==> src/first_fit_block_allocator_unit_defines.svh <==
// Assertion macros used by the allocator datapath.
`ifndef FIRST_FIT_BLOCK_ALLOCATOR_UNIT_DEFINES_SVH
`define FIRST_FIT_BLOCK_ALLOCATOR_UNIT_DEFINES_SVH

// Same-cycle implication, checked on every rising edge outside reset.
`define FFBA_ASSERT_IMP(name, ante, cons, msg) \
  name: assert property (@(posedge clk_i) disable iff (!rst_ni) (ante) |-> (cons)) \
    else $error(msg);

// Next-cycle implication, checked on every rising edge outside reset.
`define FFBA_ASSERT_NXT(name, ante, cons, msg) \
  name: assert property (@(posedge clk_i) disable iff (!rst_ni) (ante) |=> (cons)) \
    else $error(msg);

`endif

==> src/ffba_pkg.sv <==
// Types and constants shared by the first-fit allocator modules.
`timescale 1ns / 1ps

package ffba_pkg;

  // Field widths of the request and result transfers.
  localparam int REQ_W  = 15;
  localparam int ADDR_W = 14;
  localparam int USE_W  = 15;
  localparam int CNT_W  = 32;
  localparam int PCT_W  = 7;
  localparam int QUO_W  = 7;

  // Sizes are rounded up to a multiple of four bytes.
  localparam int ROUND_MASK = 3;
  // Full scale of the fragmentation figure.
  localparam int PCT_FULL   = 100;

  typedef enum logic [1:0] {
    OP_ALLOC = 2'd0,
    OP_FREE  = 2'd1,
    OP_CHECK = 2'd2,
    OP_STATS = 2'd3
  } op_e;

  typedef enum logic [2:0] {
    ST_OK      = 3'd0,
    ST_ZERO    = 3'd1,
    ST_NOMEM   = 3'd2,
    ST_UNKNOWN = 3'd3,
    ST_DOUBLE  = 3'd4
  } status_e;

  // What the table walker does with each entry it reads.
  typedef enum logic [2:0] {
    MD_FIT   = 3'd0,
    MD_FIND  = 3'd1,
    MD_FRAG  = 3'd2,
    MD_MERGE = 3'd3,
    MD_SHIFT = 3'd4
  } mode_e;

  typedef struct packed {
    op_e                operation;
    logic [REQ_W-1:0]   request_size;
    logic [ADDR_W-1:0]  address;
  } req_t;

  typedef struct packed {
    status_e            status;
    logic [ADDR_W-1:0]  granted_address;
    logic               address_valid;
    logic [USE_W-1:0]   used_bytes;
    logic [USE_W-1:0]   used_bytes_max;
    logic [CNT_W-1:0]   allocation_count;
    logic [CNT_W-1:0]   free_count;
    logic [PCT_W-1:0]   fragmentation_percent;
  } rsp_t;

  // Commands from the controller to the datapath.
  typedef struct packed {
    logic    take;
    logic    init_wr;
    logic    start;
    logic    down;
    mode_e   mode;
    logic    run;
    logic    mend;
    logic    split_wr;
    logic    grant_wr;
    logic    free_wr;
    logic    set_status;
    status_e status;
    logic    set_valid;
    logic    mul;
    logic    div_step;
    logic    load_out;
  } cmd_t;

  // Status from the datapath to the controller.
  typedef struct packed {
    op_e  op;
    logic size_zero;
    logic hit;
    logic hit_use;
    logic split_ok;
    logic done;
    logic div_last;
    logic out_free;
  } sts_t;

endpackage

==> src/first_fit_block_allocator_unit.sv <==
// Top level of the first-fit block allocator: controller plus datapath.
`timescale 1ns / 1ps

// First-fit heap allocator over an address-ordered block table.
// Input channel: in_valid_i / in_stall_o carry one request transfer
// (allocate, free, address check or statistics read) in in_req_i.
// Output channel: out_valid_o / out_stall_i carry one result transfer per
// request in out_rsp_o; all statistics reflect the state after the request.
// One request is worked at a time. Each request walks the block table one
// entry per cycle through the single read port of the table memory, then a
// setup state and a seven-step divider form the fragmentation figure.
// The result is valid in the cycle after it is loaded into the output
// register, and the block then returns to idle, ready for the next request.
// After reset the block writes the initial free block and then accepts
// requests. A finished result waits in the output register; the next
// request is accepted meanwhile, and the block holds its last state until
// the receiver takes the pending result.
module first_fit_block_allocator_unit #(
  parameter int HEAP_BYTES   = 16384,
  parameter int HEADER_BYTES = 32,
  parameter int MAX_BLOCKS   = 64
) (
  input  logic           clk_i,
  input  logic           rst_ni,
  input  logic           in_valid_i,
  output logic           in_stall_o,
  input  ffba_pkg::req_t in_req_i,
  output logic           out_valid_o,
  input  logic           out_stall_i,
  output ffba_pkg::rsp_t out_rsp_o
);
  import ffba_pkg::*;

  cmd_t cmd;
  sts_t sts;

  // Sequencing of table walks.
  ffba_ctrl u_ctrl (
    .clk_i      (clk_i),
    .rst_ni     (rst_ni),
    .in_valid_i (in_valid_i),
    .in_stall_o (in_stall_o),
    .sts_i      (sts),
    .cmd_o      (cmd)
  );

  // Table, counters and result register.
  ffba_dp #(
    .HEAP_BYTES   (HEAP_BYTES),
    .HEADER_BYTES (HEADER_BYTES),
    .MAX_BLOCKS   (MAX_BLOCKS)
  ) u_dp (
    .clk_i       (clk_i),
    .rst_ni      (rst_ni),
    .in_req_i    (in_req_i),
    .out_stall_i (out_stall_i),
    .out_valid_o (out_valid_o),
    .out_rsp_o   (out_rsp_o),
    .cmd_i       (cmd),
    .sts_o       (sts)
  );

endmodule

==> src/ffba_div.sv <==
// Restoring divider that produces the fragmentation quotient one bit per cycle while step_i is high.
`timescale 1ns / 1ps

module ffba_div #(
  parameter int NUM_W = 21
) (
  input  logic                     clk_i,
  input  logic                     rst_ni,
  input  logic                     start_i,
  input  logic                     step_i,
  input  logic [NUM_W-1:0]         num_i,
  input  logic [NUM_W-1:0]         den_i,
  output logic [ffba_pkg::QUO_W-1:0] quo_o,
  output logic                     last_o
);
  import ffba_pkg::*;

  localparam int SW = $clog2(QUO_W);

  logic [NUM_W-1:0] rem_q, den_q;
  logic [QUO_W-1:0] quo_q;
  logic [SW-1:0]    cnt_q;
  logic             ge;

  assign ge = (rem_q >= den_q);

  // Step counter is control state.
  always_ff @(posedge clk_i or negedge rst_ni) begin
    if (!rst_ni) begin
      cnt_q <= '0;
    end else if (start_i) begin
      cnt_q <= '0;
    end else if (step_i) begin
      cnt_q <= cnt_q + SW'(1);
    end
  end

  // One quotient bit per step, divisor pre-shifted left by QUO_W - 1 bits.
  always_ff @(posedge clk_i) begin
    if (start_i) begin
      rem_q <= num_i;
      den_q <= den_i;
      quo_q <= '0;
    end else if (step_i) begin
      if (ge) begin
        rem_q <= rem_q - den_q;
      end
      quo_q <= {quo_q[QUO_W-2:0], ge};
      den_q <= den_q >> 1;
    end
  end

  assign quo_o  = quo_q;
  assign last_o = (cnt_q == SW'(QUO_W - 1));

endmodule

==> src/ffba_dp.sv <==
// Datapath of the allocator: block table memory, table walker, counters and result register.
`timescale 1ns / 1ps
`include "first_fit_block_allocator_unit_defines.svh"

module ffba_dp #(
  parameter int HEAP_BYTES   = 16384,
  parameter int HEADER_BYTES = 32,
  parameter int MAX_BLOCKS   = 64
) (
  input  logic           clk_i,
  input  logic           rst_ni,
  input  ffba_pkg::req_t in_req_i,
  input  logic           out_stall_i,
  output logic           out_valid_o,
  output ffba_pkg::rsp_t out_rsp_o,
  input  ffba_pkg::cmd_t cmd_i,
  output ffba_pkg::sts_t sts_o
);
  import ffba_pkg::*;

  localparam int OW = $clog2(HEAP_BYTES);
  localparam int IW = $clog2(MAX_BLOCKS);
  localparam int TW = $clog2(MAX_BLOCKS + 1);
  localparam int NW = REQ_W + 1;
  localparam int CW = ((OW > NW) ? OW : NW) + 1;
  localparam int DW = OW + PCT_W;

  typedef struct packed {
    logic          used;
    logic [OW-1:0] pay;
    logic [OW-1:0] off;
  } ent_t;

  ent_t blk_mem [MAX_BLOCKS];

  // Request registers.
  op_e               op_q;
  logic [NW-1:0]     need_q;
  logic [ADDR_W-1:0] addr_q;
  logic              size_zero_q;

  // Table walker.
  logic [TW-1:0] total_q, r_q, r_dec, hit_lim;
  logic          rvld_q, down_q, more, issue, eval, hit, fit_m, find_m, split_ok;
  logic [IW-1:0] ridx_q, raddr;
  ent_t          rd_q;

  // Merge, hit and split state.
  logic [IW-1:0] j_q, hit_idx_q;
  ent_t          pend_q, hit_q;
  logic          pend_vld_q, split_q, both_free;

  // Statistics.
  logic [OW-1:0]    usage_q, peak_q, usage_gnt, grant_pay, largest_q, fsum_q;
  logic [CNT_W-1:0] allocs_q, frees_q;
  logic [1:0]       fcnt_q;
  status_e          status_q;
  logic [ADDR_W-1:0] granted_q;
  logic             valid_q;
  logic [QUO_W-1:0] quo;
  logic             div_last;
  logic [PCT_W-1:0] frag;

  // Result register.
  rsp_t out_q;
  logic out_vld_q;

  // Memory write port.
  logic          we;
  logic [IW-1:0] waddr;
  ent_t          wdata;

  logic [NW-1:0] need_d;

  assign need_d = (NW'(in_req_i.request_size) + NW'(ROUND_MASK)) & ~NW'(ROUND_MASK);

  // Walker address: ascending from zero or descending from the table end.
  assign r_dec   = r_q - TW'(1);
  assign hit_lim = TW'(hit_idx_q) + TW'(1);
  assign more    = down_q ? (r_q > hit_lim) : (r_q < total_q);
  assign raddr   = down_q ? r_dec[IW-1:0] : r_q[IW-1:0];
  assign issue   = cmd_i.run && !cmd_i.start && more;
  assign eval    = cmd_i.run && rvld_q;

  always_ff @(posedge clk_i or negedge rst_ni) begin
    if (!rst_ni) begin
      r_q    <= '0;
      rvld_q <= 1'b0;
      down_q <= 1'b0;
    end else if (cmd_i.start) begin
      r_q    <= cmd_i.down ? total_q : '0;
      down_q <= cmd_i.down;
      rvld_q <= 1'b0;
    end else begin
      rvld_q <= issue;
      if (issue) begin
        r_q <= down_q ? r_dec : r_q + TW'(1);
      end
    end
  end

  always_ff @(posedge clk_i) begin
    if (issue) begin
      ridx_q <= raddr;
    end
  end

  // Entry match tests for the first-fit and address searches.
  assign fit_m    = !rd_q.used && (CW'(rd_q.pay) >= CW'(need_q));
  assign find_m   = (CW'(rd_q.off) + CW'(HEADER_BYTES)) == CW'(addr_q);
  assign split_ok = (CW'(rd_q.pay) > (CW'(need_q) + CW'(HEADER_BYTES))) &&
                    (total_q < TW'(MAX_BLOCKS));

  always_comb begin
    case (cmd_i.mode)
      MD_FIT:  hit = eval && fit_m;
      MD_FIND: hit = eval && find_m;
      default: hit = 1'b0;
    endcase
  end

  assign both_free = !pend_q.used && !rd_q.used;
  assign grant_pay = split_q ? OW'(need_q) : hit_q.pay;
  assign usage_gnt = usage_q + grant_pay;

  // Single write port shared by all table updates.
  always_comb begin
    we    = 1'b0;
    waddr = '0;
    wdata = '0;
    if (cmd_i.init_wr) begin
      we        = 1'b1;
      wdata.pay = OW'(HEAP_BYTES - HEADER_BYTES);
    end else if (eval && cmd_i.mode == MD_MERGE && pend_vld_q && !both_free) begin
      we    = 1'b1;
      waddr = j_q;
      wdata = pend_q;
    end else if (cmd_i.mend) begin
      we    = 1'b1;
      waddr = j_q;
      wdata = pend_q;
    end else if (eval && cmd_i.mode == MD_SHIFT) begin
      we    = 1'b1;
      waddr = ridx_q + IW'(1);
      wdata = rd_q;
    end else if (cmd_i.split_wr) begin
      we         = 1'b1;
      waddr      = hit_idx_q + IW'(1);
      wdata.used = 1'b0;
      wdata.pay  = OW'(CW'(hit_q.pay) - CW'(need_q) - CW'(HEADER_BYTES));
      wdata.off  = OW'(CW'(hit_q.off) + CW'(HEADER_BYTES) + CW'(need_q));
    end else if (cmd_i.grant_wr) begin
      we         = 1'b1;
      waddr      = hit_idx_q;
      wdata.used = 1'b1;
      wdata.pay  = grant_pay;
      wdata.off  = hit_q.off;
    end else if (cmd_i.free_wr) begin
      we         = 1'b1;
      waddr      = hit_idx_q;
      wdata.used = 1'b0;
      wdata.pay  = hit_q.pay;
      wdata.off  = hit_q.off;
    end
  end

  // Block table memory with registered read.
  always_ff @(posedge clk_i) begin
    if (we) begin
      blk_mem[waddr] <= wdata;
    end
  end

  always_ff @(posedge clk_i) begin
    rd_q <= blk_mem[raddr];
  end

  // Block count and merge compaction control.
  always_ff @(posedge clk_i or negedge rst_ni) begin
    if (!rst_ni) begin
      total_q    <= TW'(1);
      j_q        <= '0;
      pend_vld_q <= 1'b0;
    end else begin
      if (cmd_i.init_wr) begin
        total_q <= TW'(1);
      end else if (cmd_i.mend) begin
        total_q <= TW'(j_q) + TW'(1);
      end else if (cmd_i.split_wr) begin
        total_q <= total_q + TW'(1);
      end
      if (cmd_i.start) begin
        j_q        <= '0;
        pend_vld_q <= 1'b0;
      end else if (eval && cmd_i.mode == MD_MERGE) begin
        pend_vld_q <= 1'b1;
        if (pend_vld_q && !both_free) begin
          j_q <= j_q + IW'(1);
        end
      end
    end
  end

  // Pending block of the merge pass: free runs fold into their first block.
  always_ff @(posedge clk_i) begin
    if (eval && cmd_i.mode == MD_MERGE) begin
      if (pend_vld_q && both_free) begin
        pend_q.pay <= pend_q.pay + OW'(HEADER_BYTES) + rd_q.pay;
      end else begin
        pend_q <= rd_q;
      end
    end
  end

  // Request capture and hit capture.
  always_ff @(posedge clk_i) begin
    if (cmd_i.take) begin
      op_q        <= in_req_i.operation;
      need_q      <= need_d;
      addr_q      <= in_req_i.address;
      size_zero_q <= (in_req_i.request_size == '0);
    end
    if (hit) begin
      hit_q     <= rd_q;
      hit_idx_q <= ridx_q;
      split_q   <= split_ok;
    end
  end

  // Usage, counters and per-request result fields.
  always_ff @(posedge clk_i or negedge rst_ni) begin
    if (!rst_ni) begin
      usage_q   <= '0;
      peak_q    <= '0;
      allocs_q  <= '0;
      frees_q   <= '0;
      status_q  <= ST_OK;
      granted_q <= '0;
      valid_q   <= 1'b0;
    end else begin
      if (cmd_i.take) begin
        status_q  <= ST_OK;
        granted_q <= '0;
        valid_q   <= 1'b0;
      end
      if (cmd_i.set_status) begin
        status_q <= cmd_i.status;
      end
      if (cmd_i.set_valid) begin
        valid_q <= 1'b1;
      end
      if (cmd_i.grant_wr) begin
        usage_q   <= usage_gnt;
        allocs_q  <= allocs_q + CNT_W'(1);
        granted_q <= ADDR_W'(CW'(hit_q.off) + CW'(HEADER_BYTES));
        if (usage_gnt > peak_q) begin
          peak_q <= usage_gnt;
        end
      end
      if (cmd_i.free_wr) begin
        usage_q <= usage_q - hit_q.pay;
        frees_q <= frees_q + CNT_W'(1);
      end
    end
  end

  // Free block statistics gathered during the final walk.
  always_ff @(posedge clk_i) begin
    if (cmd_i.start) begin
      fcnt_q    <= '0;
      largest_q <= '0;
      fsum_q    <= '0;
    end else if (eval && cmd_i.mode == MD_FRAG && !rd_q.used) begin
      if (fcnt_q != 2'd2) begin
        fcnt_q <= fcnt_q + 2'd1;
      end
      if (rd_q.pay > largest_q) begin
        largest_q <= rd_q.pay;
      end
      fsum_q <= fsum_q + rd_q.pay;
    end
  end

  ffba_div #(
    .NUM_W (DW)
  ) u_div (
    .clk_i   (clk_i),
    .rst_ni  (rst_ni),
    .start_i (cmd_i.mul),
    .step_i  (cmd_i.div_step),
    .num_i   (DW'(largest_q) * DW'(PCT_FULL)),
    .den_i   (DW'(fsum_q) << (QUO_W - 1)),
    .quo_o   (quo),
    .last_o  (div_last)
  );

  assign frag = ((fsum_q == '0) || (fcnt_q < 2'd2)) ? '0 : (PCT_W'(PCT_FULL) - quo);

  // Result register parts the work from the receiver.
  always_ff @(posedge clk_i or negedge rst_ni) begin
    if (!rst_ni) begin
      out_vld_q <= 1'b0;
    end else if (cmd_i.load_out) begin
      out_vld_q <= 1'b1;
    end else if (!out_stall_i) begin
      out_vld_q <= 1'b0;
    end
  end

  always_ff @(posedge clk_i) begin
    if (cmd_i.load_out) begin
      out_q.status                <= status_q;
      out_q.granted_address       <= granted_q;
      out_q.address_valid         <= valid_q;
      out_q.used_bytes            <= USE_W'(usage_q);
      out_q.used_bytes_max        <= USE_W'(peak_q);
      out_q.allocation_count      <= allocs_q;
      out_q.free_count            <= frees_q;
      out_q.fragmentation_percent <= frag;
    end
  end

  assign out_valid_o = out_vld_q;
  assign out_rsp_o   = out_q;

  // Status back to the controller.
  always_comb begin
    sts_o           = '0;
    sts_o.op        = op_q;
    sts_o.size_zero = size_zero_q;
    sts_o.hit       = hit;
    sts_o.hit_use   = rd_q.used;
    sts_o.split_ok  = split_ok;
    sts_o.done      = !rvld_q && !more;
    sts_o.div_last  = div_last;
    sts_o.out_free  = !out_vld_q || !out_stall_i;
  end

  `FFBA_ASSERT_IMP(a_total_range, 1'b1, (total_q != '0) && (total_q <= TW'(MAX_BLOCKS)), "block count out of range")
  `FFBA_ASSERT_IMP(a_peak_cover, 1'b1, peak_q >= usage_q, "peak usage below current usage")
  `FFBA_ASSERT_IMP(a_out_hold, cmd_i.load_out, !out_vld_q || !out_stall_i, "result overwritten while stalled")
  `FFBA_ASSERT_NXT(a_split_grow, cmd_i.split_wr, total_q == $past(total_q) + TW'(1), "split did not add a block")

endmodule

==> src/ffba_ctrl.sv <==
// Controller state machine that sequences table walks for each request.
`timescale 1ns / 1ps

module ffba_ctrl (
  input  logic           clk_i,
  input  logic           rst_ni,
  input  logic           in_valid_i,
  output logic           in_stall_o,
  input  ffba_pkg::sts_t sts_i,
  output ffba_pkg::cmd_t cmd_o
);
  import ffba_pkg::*;

  typedef enum logic [14:0] {
    S_INIT  = 15'b000000000000001,
    S_IDLE  = 15'b000000000000010,
    S_DEC   = 15'b000000000000100,
    S_FIT   = 15'b000000000001000,
    S_MERGE = 15'b000000000010000,
    S_MEND  = 15'b000000000100000,
    S_SHIFT = 15'b000000001000000,
    S_SPLIT = 15'b000000010000000,
    S_GRANT = 15'b000000100000000,
    S_FIND  = 15'b000001000000000,
    S_FREE  = 15'b000010000000000,
    S_FRAG  = 15'b000100000000000,
    S_MUL   = 15'b001000000000000,
    S_DIV   = 15'b010000000000000,
    S_DONE  = 15'b100000000000000
  } state_e;

  state_e state_q, state_d;
  logic   retry_q, retry_d;
  cmd_t   cmd;

  always_ff @(posedge clk_i or negedge rst_ni) begin
    if (!rst_ni) begin
      state_q <= S_INIT;
      retry_q <= 1'b0;
    end else begin
      state_q <= state_d;
      retry_q <= retry_d;
    end
  end

  // Next state and per-cycle datapath commands.
  always_comb begin
    state_d = state_q;
    retry_d = retry_q;
    cmd     = '0;
    unique case (state_q)
      S_INIT: begin
        cmd.init_wr = 1'b1;
        state_d     = S_IDLE;
      end
      S_IDLE: begin
        if (in_valid_i) begin
          cmd.take = 1'b1;
          state_d  = S_DEC;
        end
      end
      S_DEC: begin
        retry_d   = 1'b0;
        cmd.start = 1'b1;
        unique case (sts_i.op) inside
          OP_ALLOC: begin
            if (sts_i.size_zero) begin
              cmd.set_status = 1'b1;
              cmd.status     = ST_ZERO;
              state_d        = S_FRAG;
            end else begin
              state_d = S_FIT;
            end
          end
          OP_FREE, OP_CHECK: state_d = S_FIND;
          default:           state_d = S_FRAG;
        endcase
      end
      S_FIT: begin
        cmd.run  = 1'b1;
        cmd.mode = MD_FIT;
        if (sts_i.hit) begin
          if (sts_i.split_ok) begin
            cmd.start = 1'b1;
            cmd.down  = 1'b1;
            state_d   = S_SHIFT;
          end else begin
            state_d = S_GRANT;
          end
        end else if (sts_i.done) begin
          cmd.start = 1'b1;
          if (!retry_q) begin
            retry_d = 1'b1;
            state_d = S_MERGE;
          end else begin
            cmd.set_status = 1'b1;
            cmd.status     = ST_NOMEM;
            state_d        = S_FRAG;
          end
        end
      end
      S_SHIFT: begin
        cmd.run  = 1'b1;
        cmd.mode = MD_SHIFT;
        if (sts_i.done) begin
          state_d = S_SPLIT;
        end
      end
      S_SPLIT: begin
        cmd.split_wr = 1'b1;
        state_d      = S_GRANT;
      end
      S_GRANT: begin
        cmd.grant_wr = 1'b1;
        cmd.start    = 1'b1;
        state_d      = S_FRAG;
      end
      S_MERGE: begin
        cmd.run  = 1'b1;
        cmd.mode = MD_MERGE;
        if (sts_i.done) begin
          state_d = S_MEND;
        end
      end
      S_MEND: begin
        cmd.mend  = 1'b1;
        cmd.start = 1'b1;
        state_d   = (sts_i.op == OP_ALLOC) ? S_FIT : S_FRAG;
      end
      S_FIND: begin
        cmd.run  = 1'b1;
        cmd.mode = MD_FIND;
        if (sts_i.hit) begin
          if (sts_i.op == OP_CHECK) begin
            cmd.set_valid = sts_i.hit_use;
            cmd.start     = 1'b1;
            state_d       = S_FRAG;
          end else if (!sts_i.hit_use) begin
            cmd.set_status = 1'b1;
            cmd.status     = ST_DOUBLE;
            cmd.start      = 1'b1;
            state_d        = S_FRAG;
          end else begin
            state_d = S_FREE;
          end
        end else if (sts_i.done) begin
          cmd.set_status = (sts_i.op == OP_FREE);
          cmd.status     = ST_UNKNOWN;
          cmd.start      = 1'b1;
          state_d        = S_FRAG;
        end
      end
      S_FREE: begin
        cmd.free_wr = 1'b1;
        cmd.start   = 1'b1;
        state_d     = S_MERGE;
      end
      S_FRAG: begin
        cmd.run  = 1'b1;
        cmd.mode = MD_FRAG;
        if (sts_i.done) begin
          state_d = S_MUL;
        end
      end
      S_MUL: begin
        cmd.mul = 1'b1;
        state_d = S_DIV;
      end
      S_DIV: begin
        cmd.div_step = 1'b1;
        if (sts_i.div_last) begin
          state_d = S_DONE;
        end
      end
      S_DONE: begin
        if (sts_i.out_free) begin
          cmd.load_out = 1'b1;
          state_d      = S_IDLE;
        end
      end
      default: state_d = S_IDLE;
    endcase
  end

  assign cmd_o      = cmd;
  assign in_stall_o = (state_q != S_IDLE);

endmodule

==> config.mk <==
export PLATFORM = sky130hd
export DESIGN_NAME = first_fit_block_allocator_unit
export DESIGN_NICKNAME = d
export VERILOG_FILES = /design/src/ffba_pkg.sv /design/src/first_fit_block_allocator_unit.sv /design/src/ffba_div.sv /design/src/ffba_dp.sv /design/src/ffba_ctrl.sv
export VERILOG_INCLUDE_DIRS = /design/src /design/src/src
export SDC_FILE = /design/constraint.sdc
export NUM_CORES = 2
export LEC_CHECK = 0
export BUFFER_PORTS_ARGS = -buffer_cell sky130_fd_sc_hd__buf_4
export CAP_MARGIN = 20
export CORE_ASPECT_RATIO = 0.75
export CORE_MARGIN = 5
export CORE_UTILIZATION = 50
export CTS_CLUSTER_SIZE = 30
export DETAILED_ROUTE_END_ITERATION = 16
export GPL_ROUTABILITY_DRIVEN = 0
export PLACE_DENSITY = 0.69
export SLEW_MARGIN = 25
export SYNTH_ARGS = -nofsm -noshare
export SYNTH_HDL_FRONTEND = slang
export SYNTH_SLANG_ARGS = --single-unit
==> constraint.sdc <==
create_clock -name clk_i -period 17.3 [get_ports clk_i]
set_input_delay 4.325 -clock clk_i [delete_from_list [all_inputs] [get_ports clk_i]]
set_output_delay 4.325 -clock clk_i [all_outputs]
set_load 0.05 [all_outputs]
==> flow_summary.toml <==
[sta]
post-route-period-util_pct = 40.3
max-slew-margin-rel_pct = 22.9
tightest_slew_ns = 1.15
hold_viol_final = 0
finalSetupViolCount = 0
skew_ns = 0.0516
tns_ns = 0
slew_viol_final = 0
grt_setup_unrepaired = "no"
period_needed_ns = 6.97
fmax_mhz = 143

[route]
wl_per_cell_um = 28.5
met2_length_um = 114000
highest_layer = "met5"
vias = 56900
firstDrtPassIters = 10
ant_nets = 0
dr.first_iter.drc_count = 7757
wl_um = 260000
wl_met1_um = 108000
wl_met3_um = 33000
remaining_drc_errors = 0
avgViaCountPerCell = 6.24

[logic_synthesis]
syn_area_um2 = 98300
synth_edf_count = 2107
synth_top_flop_cell = "edfxtp_1"
ys_warn_count = 0
synthCells = 6029
avgSynthCellArea_um2 = 16.3
synth_seq_cells = 2334
ys_seq_area_share_pct = 69.7
synthArstFlopShare_pct = 6.56
ys_types = 90

[die]
die_h_um = 394
start_util_pct = 50.1
ioPinCount = 156
core-area_um2 = 196000
num_rows = 141
fp.dieArea_um2 = 206000
die_x_um = 522

[power_and_ir_drop]
pwr-share-clk_pct = 33.6
seqPwrFrac_pct = 46.4
switching_power_mw = 3.78
p_leak_nw = 38.0
powerDensity_nw_per_um2 = 124
combinationalPowerShare_pct = 20.1
vdd_drop_max_mv = 0.181
swShare_pct = 27.2
internal_power_mw = 10.1

[cells_and_area]
area_growth_pct = 13.6
nets = 6585
num-fill-cells = 14600
final_cell_mix = "edfxtp_1 (2107), nand2_1 (724), mux4_2 (464), buf_4 (268), ha_1 (245)"
finalNonFillerCells = 9114
final_layout_size_suffix_gt1_share_pct = 20.0
final_common_cell = "edfxtp_1"
final_util_pct = 56.9

[placed_design]
port_buffers = 153
dpl.cell_count = 8725
dp_hpwl_um = 160000

[setup_path]
worstPathArrival_ns = 2.65
crit_path_start_kind = "flip-flop"
r2r_start = "u_dp.r_q[0]"
cp_max_fo = 7
startpoint = "u_ctrl.state_q[5]"
required_ns = 12.98
crit_slowest_cell = "dfrtp_1"
slowest_delay_ns = 0.46
critPathBufInv = 1
path_class = "reg2out"
path_cells = "nor4_4, and3_1, nand4b_1, buf_4"
cp-end-kind = "output port"
cp_top_family = "simple AND/OR/NAND/NOR gates"

[clock_network]
clockBufferDepth = 3
h-tree-depth = 4
tritoncts = "built"
cts-root-buf = "clkbuf_16"
cts_buffers = 206
cts_hold_buf = 0
cts_setup_buffers = 0
clk-insertion-delay-late_ns = 0.84
clk_pin_slew_worst_paths_ns = 0.06
cts_sinks = 2334
ctsResizeCount = 0

[global_route]
grt_max_degree = 124
antenna_found_initial = 9
grt_overflow = 0
grt_pass1_vias = 55700
grt_usage_pct = 25.1
grt_pass1_wl_um = 381000

[min_path]
min_from = "u_dp.granted_q[0]"
worstHoldPathType = "reg2reg"

[run_status]
outcome = "finished clean"

[flow_run]
maxCapViolations = 0
==> worst register-to-register path, cell delays in order (launching register included) <==
cell and delay, ns:
dfrtp_1 0.43, inv_1 0.17, ha_1 0.39, a21oi_4 0.17, buf_4 0.51, buf_12 0.63
buf_4 0.93, buf_4 0.83, buf_4 0.70, mux4_2 0.46, nand2_1 0.08, nand3_1 0.10
a31oi_1 0.45, a21oi_1 0.13
==> flip-flops by register name, summed over array words and instances, names as in the netlist, 15 cells and up <==
name / cells
u_dp.u_div.den_q: 20
u_dp.blk_mem: 1856
u_dp.frees_q: 32
u_dp.allocs_q: 32
u_ctrl.state_q: 15
u_dp.pend_q: 29
u_dp.hit_q: 28
u_dp.u_div.rem_q: 21
u_dp.out_rsp_o: 117
u_dp.rd_q: 28
==> layer usage <==
layer / vias up / track usage, %
li1: 24100 / -
met1: 29400 / 37.7
met2: 3054 / 36.1
met3: 358 / 7.97
met4: 4 / 5.43
met5: - / 0
==> synthesized netlist by cell type (19+ instances only) <==
cell / instances / area share, %
dfrtp_1: 151 / 3.8
nand3_1: 203 / 1.0
nor4_1: 19 / 0.12
xnor2_1: 137 / 1.2
dfxtp_1: 74 / 1.5
or3_1: 24 / 0.15
o21a_1: 23 / 0.18
edfxtp_1: 2107 / 64
and3_1: 89 / 0.57
a21o_1: 43 / 0.33
mux2i_1: 25 / 0.25
nand2b_1: 28 / 0.18
nor2b_1: 22 / 0.14
nor3_1: 60 / 0.31
a21oi_1: 156 / 0.79
xor2_1: 89 / 0.79
o21ai_0: 148 / 0.75
nor2_1: 225 / 0.86
inv_1: 206 / 0.79
nand4_1: 39 / 0.25
clkbuf_1: 207 / 0.79
ha_1: 246 / 3.1
a22oi_1: 20 / 0.15
a31oi_1: 46 / 0.29
o22ai_1: 22 / 0.14
a311oi_1: 90 / 0.80
mux4_2: 464 / 11
buf_1: 50 / 0.19
nand2_1: 736 / 2.8
==> power groups by stage <==
stage                     clock (mW)  sequential [mW]  combinational [mW]
after floorplan                    0             6.45                2.08
after global placement             0             6.54                2.75
after detailed placement           0             6.54                2.79
after CTS                       4.72             6.42                2.81
after global routing            4.98             6.43                3.02
final                           4.66             6.44                2.79
==> cells by family after synthesis <==
group | share of synthesized area [%]
AO/OA/AOI/OAI | 4.82
buffers and inverters | 1.86
multiplexers | 11.1
XOR/XNOR | 2.01
other | 0.00381
adder cells (fa/ha/maj) | 3.43
flip-flops | 69.7
AND/OR/NAND/NOR | 7.05
==> final cells by class <==
type                       instances  area [um^2]  area share [%]
sequential                      2334        68600            61.4
multi-input combinational       3218        28900            25.9
clock buffer                     277         5730            5.13
tap                             2645         3310            2.96
timing repair buffer             321         3250            2.91
clock inverter                   105         1130            1.01
inverter                         208          793           0.710
antenna                            6         15.0          0.0134
==> path summary, 6_finish.rpt <==
path                                        to  slack (ns)  depth (start not counted)
hold reg to reg            u_dp.out_rsp_o[102]        0.46                          0
setup reg to reg                  u_dp.rd_q[3]       11.19                         13
min in group asynchronous       u_dp.peak_q[8]        3.54                          1
hold / removal             u_dp.out_rsp_o[102]        0.46                          0
setup / recovery                    in_stall_o       10.33                          4
max in group asynchronous     u_dp.frees_q[19]       12.22                          2
==> stage by stage <==
step | power, mW | setup WS [ns] | hold slack [ns] | cell area (um^2)
2_1_floorplan | 8.53 | 6.69 | 0.425 | 98400
3_3_place_gp | 9.29 | 10.97 | 0.436 | 103000
4_1_cts | 13.9 | 10.25 | 0.456 | 112000
5_1_grt | 14.4 | 10.19 | 0.468 | 112000
3_5_place_dp | 9.33 | 10.91 | 0.440 | 105000
6_report | 13.9 | 10.33 | 0.457 | 112000
No activity file was read; power rests on OpenSTA's default activity.
